--- src/sv/mkm_pkg.sv ---
// Shared types and constants of the MurmurHash3 k-mer minimizer.
// Used by every module of the block; depends on nothing.
`default_nettype none

package mkm_pkg;

  localparam int KMER_LEN_W  = 6;
  localparam int SEED_W      = 64;
  localparam int WORD_W      = 64;
  localparam int CFG_INDEX_W = 1;
  localparam int CFG_DATA_W  = 64;
  localparam int QUEUE_DEPTH = 4;

  localparam logic [KMER_LEN_W-1:0] KMER_LEN_RESET = 6'd15;
  localparam logic [KMER_LEN_W-1:0] KMER_LEN_MAX   = 6'd32;

  localparam logic [CFG_INDEX_W-1:0] CFG_KMER_LENGTH = 1'b0;
  localparam logic [CFG_INDEX_W-1:0] CFG_HASH_SEED   = 1'b1;

  localparam logic [WORD_W-1:0] MURMUR_C1 = 64'h87c3_7b91_1142_53d5;
  localparam logic [WORD_W-1:0] MURMUR_C2 = 64'h4cf5_ad43_2745_937f;
  localparam logic [WORD_W-1:0] FMIX_M1   = 64'hff51_afd7_ed55_8ccd;
  localparam logic [WORD_W-1:0] FMIX_M2   = 64'hc4ce_b9fe_1a85_ec53;
  localparam logic [WORD_W-1:0] START_MIN = 64'h7fff_ffff_ffff_ffff;
  localparam logic [WORD_W-1:0] BLOCK_LEN = 64'd8;

  typedef struct packed {
    logic [1:0] base_code;
    logic       last_base;
  } in_item_t;

  typedef struct packed {
    logic [WORD_W-1:0] minimizer_kmer;
    logic              found;
  } out_item_t;

  // One entry of the queue between front and back
  typedef struct packed {
    logic [WORD_W-1:0] kmer;
    logic              has_kmer;
    logic              last;
  } job_t;

  typedef enum logic [3:0] {
    ST_IDLE,
    ST_KM1,
    ST_KM2,
    ST_LANE1,
    ST_LANE2,
    ST_F1A,
    ST_F1B,
    ST_FIN1,
    ST_F2A,
    ST_F2B,
    ST_FIN2,
    ST_SUM,
    ST_EMIT
  } back_state_t;

  function automatic logic [WORD_W-1:0] xorshift33(input logic [WORD_W-1:0] x);
    xorshift33 = x ^ {33'd0, x[WORD_W-1:33]};
  endfunction

endpackage

`default_nettype wire

--- src/sv/mkm_front.sv ---
// Front part: takes bases, keeps the rolling window and posts jobs.
// Depends on mkm_pkg.
`default_nettype none

module mkm_front (
  input  wire logic                           clk,
  input  wire logic                           rst_n,
  input  wire logic [mkm_pkg::KMER_LEN_W-1:0] kmer_length,
  input  wire logic                           in_valid,
  output logic                                in_ready,
  input  wire mkm_pkg::in_item_t              in_data,
  output logic                                job_valid,
  input  wire logic                           job_ready,
  output mkm_pkg::job_t                       job_data
);

  logic [mkm_pkg::WORD_W-1:0]     window_r, window_nxt, win_shift, mask;
  logic [mkm_pkg::KMER_LEN_W-1:0] seen_r, seen_nxt, seen_inc, eff_k;
  logic [mkm_pkg::KMER_LEN_W:0]   shamt;
  logic                           accept, full;

  always_comb begin
    if (kmer_length == '0) begin
      eff_k = mkm_pkg::KMER_LEN_W'(1);
    end else if (kmer_length > mkm_pkg::KMER_LEN_MAX) begin
      eff_k = mkm_pkg::KMER_LEN_MAX;
    end else begin
      eff_k = kmer_length;
    end
  end

  // A shift of 64 leaves zero, so a 32-base window keeps every bit
  assign shamt     = {eff_k, 1'b0};
  assign mask      = ~({mkm_pkg::WORD_W{1'b1}} << shamt);
  assign win_shift = {window_r[mkm_pkg::WORD_W-3:0], in_data.base_code} & mask;
  assign seen_inc  = (seen_r < eff_k) ? seen_r + 1'b1 : eff_k;
  assign full      = (seen_inc == eff_k);

  assign in_ready  = job_ready;
  assign accept    = in_valid && in_ready;
  assign job_valid = in_valid && (full || in_data.last_base);

  assign job_data.kmer     = win_shift;
  assign job_data.has_kmer = full;
  assign job_data.last     = in_data.last_base;

  always_comb begin
    window_nxt = window_r;
    seen_nxt   = seen_r;
    if (accept) begin
      // drop the sequence state after its last base
      if (in_data.last_base) begin
        window_nxt = '0;
        seen_nxt   = '0;
      end else begin
        window_nxt = win_shift;
        seen_nxt   = seen_inc;
      end
    end
  end

  always_ff @(posedge clk) begin
    if (!rst_n) begin
      window_r <= '0;
      seen_r   <= '0;
    end else begin
      window_r <= window_nxt;
      seen_r   <= seen_nxt;
    end
  end

endmodule

`default_nettype wire

--- src/sv/mkm_queue.sv ---
// Short register queue of jobs between the front and the hash back end.
// Depends on mkm_pkg.
`default_nettype none

module mkm_queue #(
  parameter int DEPTH = mkm_pkg::QUEUE_DEPTH
) (
  input  wire logic          clk,
  input  wire logic          rst_n,
  input  wire logic          wr_valid,
  output logic               wr_ready,
  input  wire mkm_pkg::job_t wr_data,
  output logic               rd_valid,
  input  wire logic          rd_ready,
  output mkm_pkg::job_t      rd_data
);

  localparam int PTR_W = (DEPTH > 1) ? $clog2(DEPTH) : 1;
  localparam int CNT_W = $clog2(DEPTH + 1);

  mkm_pkg::job_t     entries_r [DEPTH];
  logic [PTR_W-1:0]  wr_ptr_r, wr_ptr_nxt, rd_ptr_r, rd_ptr_nxt;
  logic [CNT_W-1:0]  count_r, count_nxt;
  logic              push, pop;

  assign wr_ready = (count_r != CNT_W'(DEPTH));
  assign rd_valid = (count_r != '0);
  assign rd_data  = entries_r[rd_ptr_r];
  assign push     = wr_valid && wr_ready;
  assign pop      = rd_valid && rd_ready;

  always_comb begin
    wr_ptr_nxt = wr_ptr_r;
    rd_ptr_nxt = rd_ptr_r;
    count_nxt  = count_r;
    if (push) begin
      wr_ptr_nxt = (wr_ptr_r == PTR_W'(DEPTH - 1)) ? '0 : wr_ptr_r + 1'b1;
    end
    if (pop) begin
      rd_ptr_nxt = (rd_ptr_r == PTR_W'(DEPTH - 1)) ? '0 : rd_ptr_r + 1'b1;
    end
    if (push && !pop) begin
      count_nxt = count_r + 1'b1;
    end else if (pop && !push) begin
      count_nxt = count_r - 1'b1;
    end
  end

  always_ff @(posedge clk) begin
    if (!rst_n) begin
      wr_ptr_r <= '0;
      rd_ptr_r <= '0;
      count_r  <= '0;
    end else begin
      wr_ptr_r <= wr_ptr_nxt;
      rd_ptr_r <= rd_ptr_nxt;
      count_r  <= count_nxt;
    end
  end

  always_ff @(posedge clk) begin
    if (push) begin
      entries_r[wr_ptr_r] <= wr_data;
    end
  end

endmodule

`default_nettype wire

--- src/sv/mkm_hash_back.sv ---
// Back end: hashes each k-mer with a shared 32x32 multiplier, keeps the
// running minimum and holds the result register. Depends on mkm_pkg.
`default_nettype none

module mkm_hash_back (
  input  wire logic                       clk,
  input  wire logic                       rst_n,
  input  wire logic [mkm_pkg::SEED_W-1:0] hash_seed,
  input  wire logic                       job_valid,
  output logic                            job_ready,
  input  wire mkm_pkg::job_t              job_data,
  output logic                            out_valid,
  input  wire logic                       out_ready,
  output mkm_pkg::out_item_t              out_data
);

  localparam int W = mkm_pkg::WORD_W;
  localparam int H = mkm_pkg::WORD_W / 2;

  mkm_pkg::back_state_t state_r, state_nxt;
  mkm_pkg::job_t        job_r, job_nxt;
  mkm_pkg::out_item_t   out_data_r, out_data_nxt;

  logic [1:0]   sub_r, sub_nxt;
  logic [W-1:0] acc_r, acc_nxt, opnd_r, opnd_nxt, l1_r, l1_nxt, l2_r, l2_nxt;
  logic [W-1:0] best_hash_r, best_hash_nxt, best_kmer_r, best_kmer_nxt;
  logic         have_r, have_nxt, out_valid_r, out_valid_nxt;

  logic [W-1:0] a_src, a_op, b_op, seed_len, hash_sum;
  logic [H-1:0] mul_a, mul_b;
  logic [W-1:0] prod;
  logic         is_mul, mul_done, out_free;

  assign seed_len = hash_seed ^ mkm_pkg::BLOCK_LEN;
  assign hash_sum = l1_r + l2_r;
  assign out_free = !out_valid_r || out_ready;

  assign job_ready = (state_r == mkm_pkg::ST_IDLE);
  assign out_valid = out_valid_r;
  assign out_data  = out_data_r;

  // Operand and constant of the multiply that each state performs
  always_comb begin
    is_mul = 1'b1;
    a_src  = '0;
    b_op   = '0;
    unique case (state_r)
      mkm_pkg::ST_KM1: begin
        a_src = job_r.kmer;
        b_op  = mkm_pkg::MURMUR_C1;
      end
      mkm_pkg::ST_KM2: begin
        a_src = {acc_r[32:0], acc_r[W-1:33]};
        b_op  = mkm_pkg::MURMUR_C2;
      end
      mkm_pkg::ST_F1A: begin
        a_src = mkm_pkg::xorshift33(l1_r);
        b_op  = mkm_pkg::FMIX_M1;
      end
      mkm_pkg::ST_F2A: begin
        a_src = mkm_pkg::xorshift33(l2_r);
        b_op  = mkm_pkg::FMIX_M1;
      end
      mkm_pkg::ST_F1B, mkm_pkg::ST_F2B: begin
        a_src = mkm_pkg::xorshift33(acc_r);
        b_op  = mkm_pkg::FMIX_M2;
      end
      default: begin
        is_mul = 1'b0;
      end
    endcase
  end

  // Low 64 bits of a 64x64 product as three partial products
  assign a_op = (sub_r == 2'd0) ? a_src : opnd_r;
  always_comb begin
    unique case (sub_r)
      2'd0: begin
        mul_a = a_op[H-1:0];
        mul_b = b_op[H-1:0];
      end
      2'd1: begin
        mul_a = a_op[H-1:0];
        mul_b = b_op[W-1:H];
      end
      default: begin
        mul_a = a_op[W-1:H];
        mul_b = b_op[H-1:0];
      end
    endcase
  end
  assign prod     = W'(mul_a) * W'(mul_b);
  assign mul_done = is_mul && (sub_r == 2'd2);

  // Next state
  always_comb begin
    state_nxt = state_r;
    unique case (state_r)
      mkm_pkg::ST_IDLE: begin
        if (job_valid) begin
          state_nxt = job_data.has_kmer ? mkm_pkg::ST_KM1 : mkm_pkg::ST_EMIT;
        end
      end
      mkm_pkg::ST_KM1:   if (mul_done) state_nxt = mkm_pkg::ST_KM2;
      mkm_pkg::ST_KM2:   if (mul_done) state_nxt = mkm_pkg::ST_LANE1;
      mkm_pkg::ST_LANE1: state_nxt = mkm_pkg::ST_LANE2;
      mkm_pkg::ST_LANE2: state_nxt = mkm_pkg::ST_F1A;
      mkm_pkg::ST_F1A:   if (mul_done) state_nxt = mkm_pkg::ST_F1B;
      mkm_pkg::ST_F1B:   if (mul_done) state_nxt = mkm_pkg::ST_FIN1;
      mkm_pkg::ST_FIN1:  state_nxt = mkm_pkg::ST_F2A;
      mkm_pkg::ST_F2A:   if (mul_done) state_nxt = mkm_pkg::ST_F2B;
      mkm_pkg::ST_F2B:   if (mul_done) state_nxt = mkm_pkg::ST_FIN2;
      mkm_pkg::ST_FIN2:  state_nxt = mkm_pkg::ST_SUM;
      mkm_pkg::ST_SUM: begin
        state_nxt = job_r.last ? mkm_pkg::ST_EMIT : mkm_pkg::ST_IDLE;
      end
      mkm_pkg::ST_EMIT:  if (out_free) state_nxt = mkm_pkg::ST_IDLE;
      default:           state_nxt = mkm_pkg::ST_IDLE;
    endcase
  end

  // Datapath and outputs
  always_comb begin
    job_nxt       = job_r;
    sub_nxt       = '0;
    acc_nxt       = acc_r;
    opnd_nxt      = opnd_r;
    l1_nxt        = l1_r;
    l2_nxt        = l2_r;
    best_hash_nxt = best_hash_r;
    best_kmer_nxt = best_kmer_r;
    have_nxt      = have_r;
    out_data_nxt  = out_data_r;
    out_valid_nxt = out_valid_r && !out_ready;

    if (is_mul) begin
      sub_nxt = mul_done ? 2'd0 : sub_r + 2'd1;
      if (sub_r == 2'd0) begin
        acc_nxt  = prod;
        opnd_nxt = a_src;
      end else begin
        acc_nxt = acc_r + {prod[H-1:0], {H{1'b0}}};
      end
    end

    unique case (state_r)
      mkm_pkg::ST_IDLE: begin
        if (job_valid) begin
          job_nxt = job_data;
        end
      end
      mkm_pkg::ST_LANE1: l1_nxt = (hash_seed ^ acc_r ^ mkm_pkg::BLOCK_LEN) + seed_len;
      mkm_pkg::ST_LANE2: l2_nxt = seed_len + l1_r;
      mkm_pkg::ST_FIN1:  l1_nxt = mkm_pkg::xorshift33(acc_r);
      mkm_pkg::ST_FIN2:  l2_nxt = mkm_pkg::xorshift33(acc_r);
      mkm_pkg::ST_SUM: begin
        // the first k-mer stands until a hash strictly below both its own and START_MIN turns up
        if (!have_r) begin
          best_kmer_nxt = job_r.kmer;
          have_nxt      = 1'b1;
        end
        if (hash_sum < best_hash_r) begin
          best_hash_nxt = hash_sum;
          best_kmer_nxt = job_r.kmer;
        end
      end
      mkm_pkg::ST_EMIT: begin
        if (out_free) begin
          out_valid_nxt               = 1'b1;
          out_data_nxt.minimizer_kmer = have_r ? best_kmer_r : '0;
          out_data_nxt.found          = have_r;
          best_hash_nxt               = mkm_pkg::START_MIN;
          best_kmer_nxt               = '0;
          have_nxt                    = 1'b0;
        end
      end
      default: begin
      end
    endcase
  end

  always_ff @(posedge clk) begin
    if (!rst_n) begin
      state_r     <= mkm_pkg::ST_IDLE;
      sub_r       <= '0;
      best_hash_r <= mkm_pkg::START_MIN;
      best_kmer_r <= '0;
      have_r      <= 1'b0;
      out_valid_r <= 1'b0;
    end else begin
      state_r     <= state_nxt;
      sub_r       <= sub_nxt;
      best_hash_r <= best_hash_nxt;
      best_kmer_r <= best_kmer_nxt;
      have_r      <= have_nxt;
      out_valid_r <= out_valid_nxt;
    end
  end

  always_ff @(posedge clk) begin
    job_r      <= job_nxt;
    acc_r      <= acc_nxt;
    opnd_r     <= opnd_nxt;
    l1_r       <= l1_nxt;
    l2_r       <= l2_nxt;
    out_data_r <= out_data_nxt;
  end

endmodule

`default_nettype wire

--- src/sv/murmur_kmer_minimizer.sv ---
// Streaming k-mer minimizer ordered by MurmurHash3 x64 with fmix64.
//
// Input channel in_valid/in_ready/in_data carries one 2-bit base per item and
// a last-of-sequence flag. Output channel out_valid/out_ready/out_data gives
// one item per sequence, on its last base: the minimum-hash k-mer and a found
// flag. cfg_we/cfg_index/cfg_wdata write kmer_length (index 0) and hash_seed
// (index 1); write them only while the block is idle.
// Flow: a base that completes no k-mer and is not last posts no job, yet it
// is taken only while the queue has room. Each complete k-mer costs the back
// end six 64-bit multiplies, each done as three 32x32 partial products on the
// one shared multiplier, plus lane, finalise and compare steps; the back end
// takes no new job until it is idle again. A last base without a k-mer goes
// straight to the emit step. A four-entry queue lets the front run ahead by
// that many jobs. The result is registered from the emit step after the
// compare step of its last k-mer; that step waits while the output is full.
// Reset clears the window, the running minimum, the queue and the result
// valid flag, and sets kmer_length to 15 and hash_seed to 0. When the receiver
// stalls, the result is held in the output register; the back end then waits
// at the next result, the queue fills and in_ready drops.
// Depends on mkm_pkg, mkm_front, mkm_queue and mkm_hash_back.
`default_nettype none

module murmur_kmer_minimizer #(
  parameter int QUEUE_DEPTH = mkm_pkg::QUEUE_DEPTH
) (
  input  wire logic                            clk,
  input  wire logic                            rst_n,
  input  wire logic                            cfg_we,
  input  wire logic [mkm_pkg::CFG_INDEX_W-1:0] cfg_index,
  input  wire logic [mkm_pkg::CFG_DATA_W-1:0]  cfg_wdata,
  input  wire logic                            in_valid,
  output logic                                 in_ready,
  input  wire mkm_pkg::in_item_t               in_data,
  output logic                                 out_valid,
  input  wire logic                            out_ready,
  output mkm_pkg::out_item_t                   out_data
);

  logic [mkm_pkg::KMER_LEN_W-1:0] kmer_length_r;
  logic [mkm_pkg::SEED_W-1:0]     hash_seed_r;

  logic          fq_valid, fq_ready, qb_valid, qb_ready;
  mkm_pkg::job_t fq_data, qb_data;

  always_ff @(posedge clk) begin
    if (!rst_n) begin
      kmer_length_r <= mkm_pkg::KMER_LEN_RESET;
      hash_seed_r   <= '0;
    end else if (cfg_we) begin
      unique case (cfg_index)
        mkm_pkg::CFG_KMER_LENGTH: kmer_length_r <= cfg_wdata[mkm_pkg::KMER_LEN_W-1:0];
        mkm_pkg::CFG_HASH_SEED:   hash_seed_r   <= cfg_wdata[mkm_pkg::SEED_W-1:0];
        default: begin
        end
      endcase
    end
  end

  mkm_front u_front (
    .clk         (clk),
    .rst_n       (rst_n),
    .kmer_length (kmer_length_r),
    .in_valid    (in_valid),
    .in_ready    (in_ready),
    .in_data     (in_data),
    .job_valid   (fq_valid),
    .job_ready   (fq_ready),
    .job_data    (fq_data)
  );

  mkm_queue #(
    .DEPTH (QUEUE_DEPTH)
  ) u_queue (
    .clk      (clk),
    .rst_n    (rst_n),
    .wr_valid (fq_valid),
    .wr_ready (fq_ready),
    .wr_data  (fq_data),
    .rd_valid (qb_valid),
    .rd_ready (qb_ready),
    .rd_data  (qb_data)
  );

  mkm_hash_back u_back (
    .clk       (clk),
    .rst_n     (rst_n),
    .hash_seed (hash_seed_r),
    .job_valid (qb_valid),
    .job_ready (qb_ready),
    .job_data  (qb_data),
    .out_valid (out_valid),
    .out_ready (out_ready),
    .out_data  (out_data)
  );

endmodule

`default_nettype wire

--- config.mk ---
export PLATFORM = sky130hd
export DESIGN_NAME = murmur_kmer_minimizer
export DESIGN_NICKNAME = d
export VERILOG_FILES = /design/src/sv/mkm_pkg.sv /design/src/sv/mkm_front.sv /design/src/sv/mkm_queue.sv /design/src/sv/mkm_hash_back.sv /design/src/sv/murmur_kmer_minimizer.sv
export SDC_FILE = /design/constraint.sdc
export NUM_CORES = 2
export LEC_CHECK = 0
export BUFFER_PORTS_ARGS = -buffer_cell sky130_fd_sc_hd__buf_2
export CAP_MARGIN = 20
export CELL_PAD_IN_SITES_DETAIL_PLACEMENT = 1
export CELL_PAD_IN_SITES_GLOBAL_PLACEMENT = 1
export CORE_MARGIN = 4
export CORE_UTILIZATION = 30
export CTS_CLUSTER_DIAMETER = 50
export DETAILED_ROUTE_END_ITERATION = 16
export PLACE_DENSITY_LB_ADDON = 0.08
export SLEW_MARGIN = 5
export SYNTH_ARGS = -nofsm -noshare
export SYNTH_HDL_FRONTEND = slang
export SYNTH_SLANG_ARGS = --single-unit
export TNS_END_PERCENT = 50
--- constraint.sdc ---
create_clock -name clk -period 14.16 [get_ports clk]
set_clock_uncertainty 0.2 [all_clocks]
set_input_delay 2.832 -clock clk [delete_from_list [all_inputs] [get_ports clk]]
set_output_delay 2.832 -clock clk [all_outputs]
set_load 0.02 [all_outputs]
==> impl_metrics.toml <==
[run_status]
status = "finished clean"

[layout]
layout-drive-gt1-share_pct = 8.81
area_growth_pct = 12.0
final_area_um2 = 96900
num-nets-final = 10700
fin_cells = 13100
final_common_cell = "nand2_1"
fill_cells = 32500
final_cell_mix = "nand2_1 (1294), inv_1 (1127), fa_1 (900)"
regArea_um2 = 25200
multiInputGateArea_um2 = 55500

[synth]
ys_ff_latch = 933
yosys-top-cells-area = "edfxtp_1 (23%), fa_1 (21%), ha_1 (8.1%), dfxtp_1 (6.5%), nand2_1 (5.6%)"
syn_inst = 9187
synth_edf_count = 650
ys_seq_area_share_pct = 29.1
yosys_warnings = 0
synth_area_per_cell_um2 = 9.42
synth_ff_type = "edfxtp_1"
synth-async-reset-ratio_pct = 0
syn_area_um2 = 86500
yosysTopAreaCell = "edfxtp_1"
synth_cell_type_count = 101
synth_top_area_share_pct = 22.6
synth_nets = 10700

[critical_path]
crit_slowest_cell = "a32oi_4"
crit_required_ps = 14500
path_common_cell = "fa_1"
cp.buffers_inverters = 7
worst_setup_path_start_kind = "flip-flop"
path_max_fanout = 30
crit_type = "flip-flop to flip-flop"
cp.arrival_ps = 12890
endpoint_kind = "flip-flop"
max_stage_delay_ps = 840
cpLargestDelayFamily = "adder cells"

[detailed_routing]
antenna_left = 0
wl_per_cell_um = 29.6
dr.pass1.iters = 5
via_per_inst = 5.31
drc = 0
routed_wl_um = 386000
vias = 69300
drt-initial-drc-count = 5388

[clock_tree]
post_cts_buffers = 0
cts-resized-gates = 0
h-tree-depth = 4
cts_hold_buf = 0
clkSinkCount = 933
cts_max_path_buffers = 4
path_clk_slew_ps = 60
worstSkewPairLatency_ps = 830
root_buffer = "clkbuf_16"
cts_tree = "built"
cts_buffers = 144

[timing]
finalSetupViolations = 0
setup_tns_ps = 0
hold_viol_final = 0
fmax_mhz = 79.7
finalCritPeriodShare_pct = 88.7
final.min_clock_period_ps = 12550
tightest_slew_ps = 1100
rsz0062_at_grt = "false"
max_slew_margin_pct = 26.4
slew_viol_final = 0

[global_routing]
grt_pass1_vias = 73700
grt_pass1_wl_um = 550000
gr-usage-all-layers_pct = 25.7
grt_antenna_before_repair = 34
overflow = 0
grt_max_degree = 132

[die]
core_area_um2 = 286000
rows = 196
ioPinCount = 140
die_x_um = 545
dieArea_um2 = 297000
fp.dieH_um = 545
start_util_pct = 30.2

[place]
post-dp-hpwl_um = 299000
dpl.cell_count = 12800
port_buffers = 139
placedInstanceArea_um2 = 92100
gp_congestion = 0.937

[hold_path]
hp-class = "flip-flop to flip-flop"

[job]
maxCapViolations = 0
## registers in the layout, indices dropped and copies added (netlist names), 62 cells and up, named ones only
name and cells:
hash_seed_r 64, u_back.acc_r 64, u_back.best_hash_r 64, u_back.best_kmer_r 64, u_back.job_r 65, u_back.l1_r 64, u_back.l2_r 64, u_back.opnd_r 64
u_back.out_data 65, u_front.window_r 62, u_queue.entries_r 264
## worst register-to-register path, delay by kind of cell (launching register included)
family / cells / cell delay, ps
AOI/OAI and AO/OA: 11 / 3190
muxes: 1 / 670
xor gates and xnor gates: 2 / 500
adders and majority gates: 10 / 4300
and+or+nand+nor: 7 / 1530
DFF: 1 / 600
buffers and inverters: 7 / 1350
## kinds of logic after synthesis
kind of cell / after synthesis / synth area share (%)
AO/OA/AOI/OAI: 1749 / 13.3
XOR/XNOR: 428 / 4.35
adder cells (fa/ha/maj): 1462 / 28.9
buffers and inverters: 1644 / 7.15
flip-flops: 933 / 29.1
multiplexers: 161 / 2.90
AND/OR/NAND/NOR: 2810 / 14.3
## stage by stage
| step | utilization, % | hold slack, ps | setup WS (ps) |
|---|---|---|---|
| after floorplan | - | 226 | 3240 |
| after global placement | 32.1 | 239 | 1490 |
| after detailed placement | 32.2 | 248 | 1710 |
| after CTS | 33.8 | 261 | 1690 |
| after global routing | 33.9 | 277 | 1020 |
| final | 33.9 | 254 | 1610 |
## routing by layer
metal	global-route usage [%]	vias to the layer above	share of wire (%)
li1	-	30800	-
met1	36.8	36400	47
met2	41.0	1758	45
met3	3.78	399	5.4
met4	5.84	8	2.5
met5	0	-	0.042
## synth_stat cells (51+ instances only)
master,instances
and2_1,205
fa_1,900
xor2_1,179
mux4_2,66
nand4_1,71
nand2_1,1301
nor3_1,122
dfxtp_1,283
a31oi_1,61
nor2b_1,100
o21bai_1,59
mux2_2,51
ha_1,562
xnor2_1,248
inv_1,1128
clkbuf_1,463
a21o_1,166
edfxtp_1,650
a21boi_0,168
a21oi_1,480
a22oi_1,102
nand3_1,183
o21ai_0,297
nor2_1,657
## layout make-up
class | count | share of cell area [%]
diodes | 9 | 0.0232
clock buffers | 184 | 4.18
clock inverters | 67 | 0.744
inverters | 1131 | 4.38
multi-input cells | 6610 | 57.2
flip-flops and latches | 933 | 26.0
well taps | 3762 | 4.86
repair buffers | 366 | 2.57
## final timing paths
check	startpoint	to	slack [ps]	depth (start not counted)
worst max-delay path	u_back.state_r[0]	u_back.acc_r[63]	1610	38
worst min register to register	u_back.best_kmer_r[35]	u_back.best_kmer_r[35]	250	2
worst min-delay path	u_back.best_kmer_r[35]	u_back.best_kmer_r[35]	250	2
worst max register to register	u_back.state_r[0]	u_back.acc_r[63]	1610	38
Power is left out: the tool's default activity adds up to more than one toggle a clock period on the data nets, which glitch-free logic cannot reach.
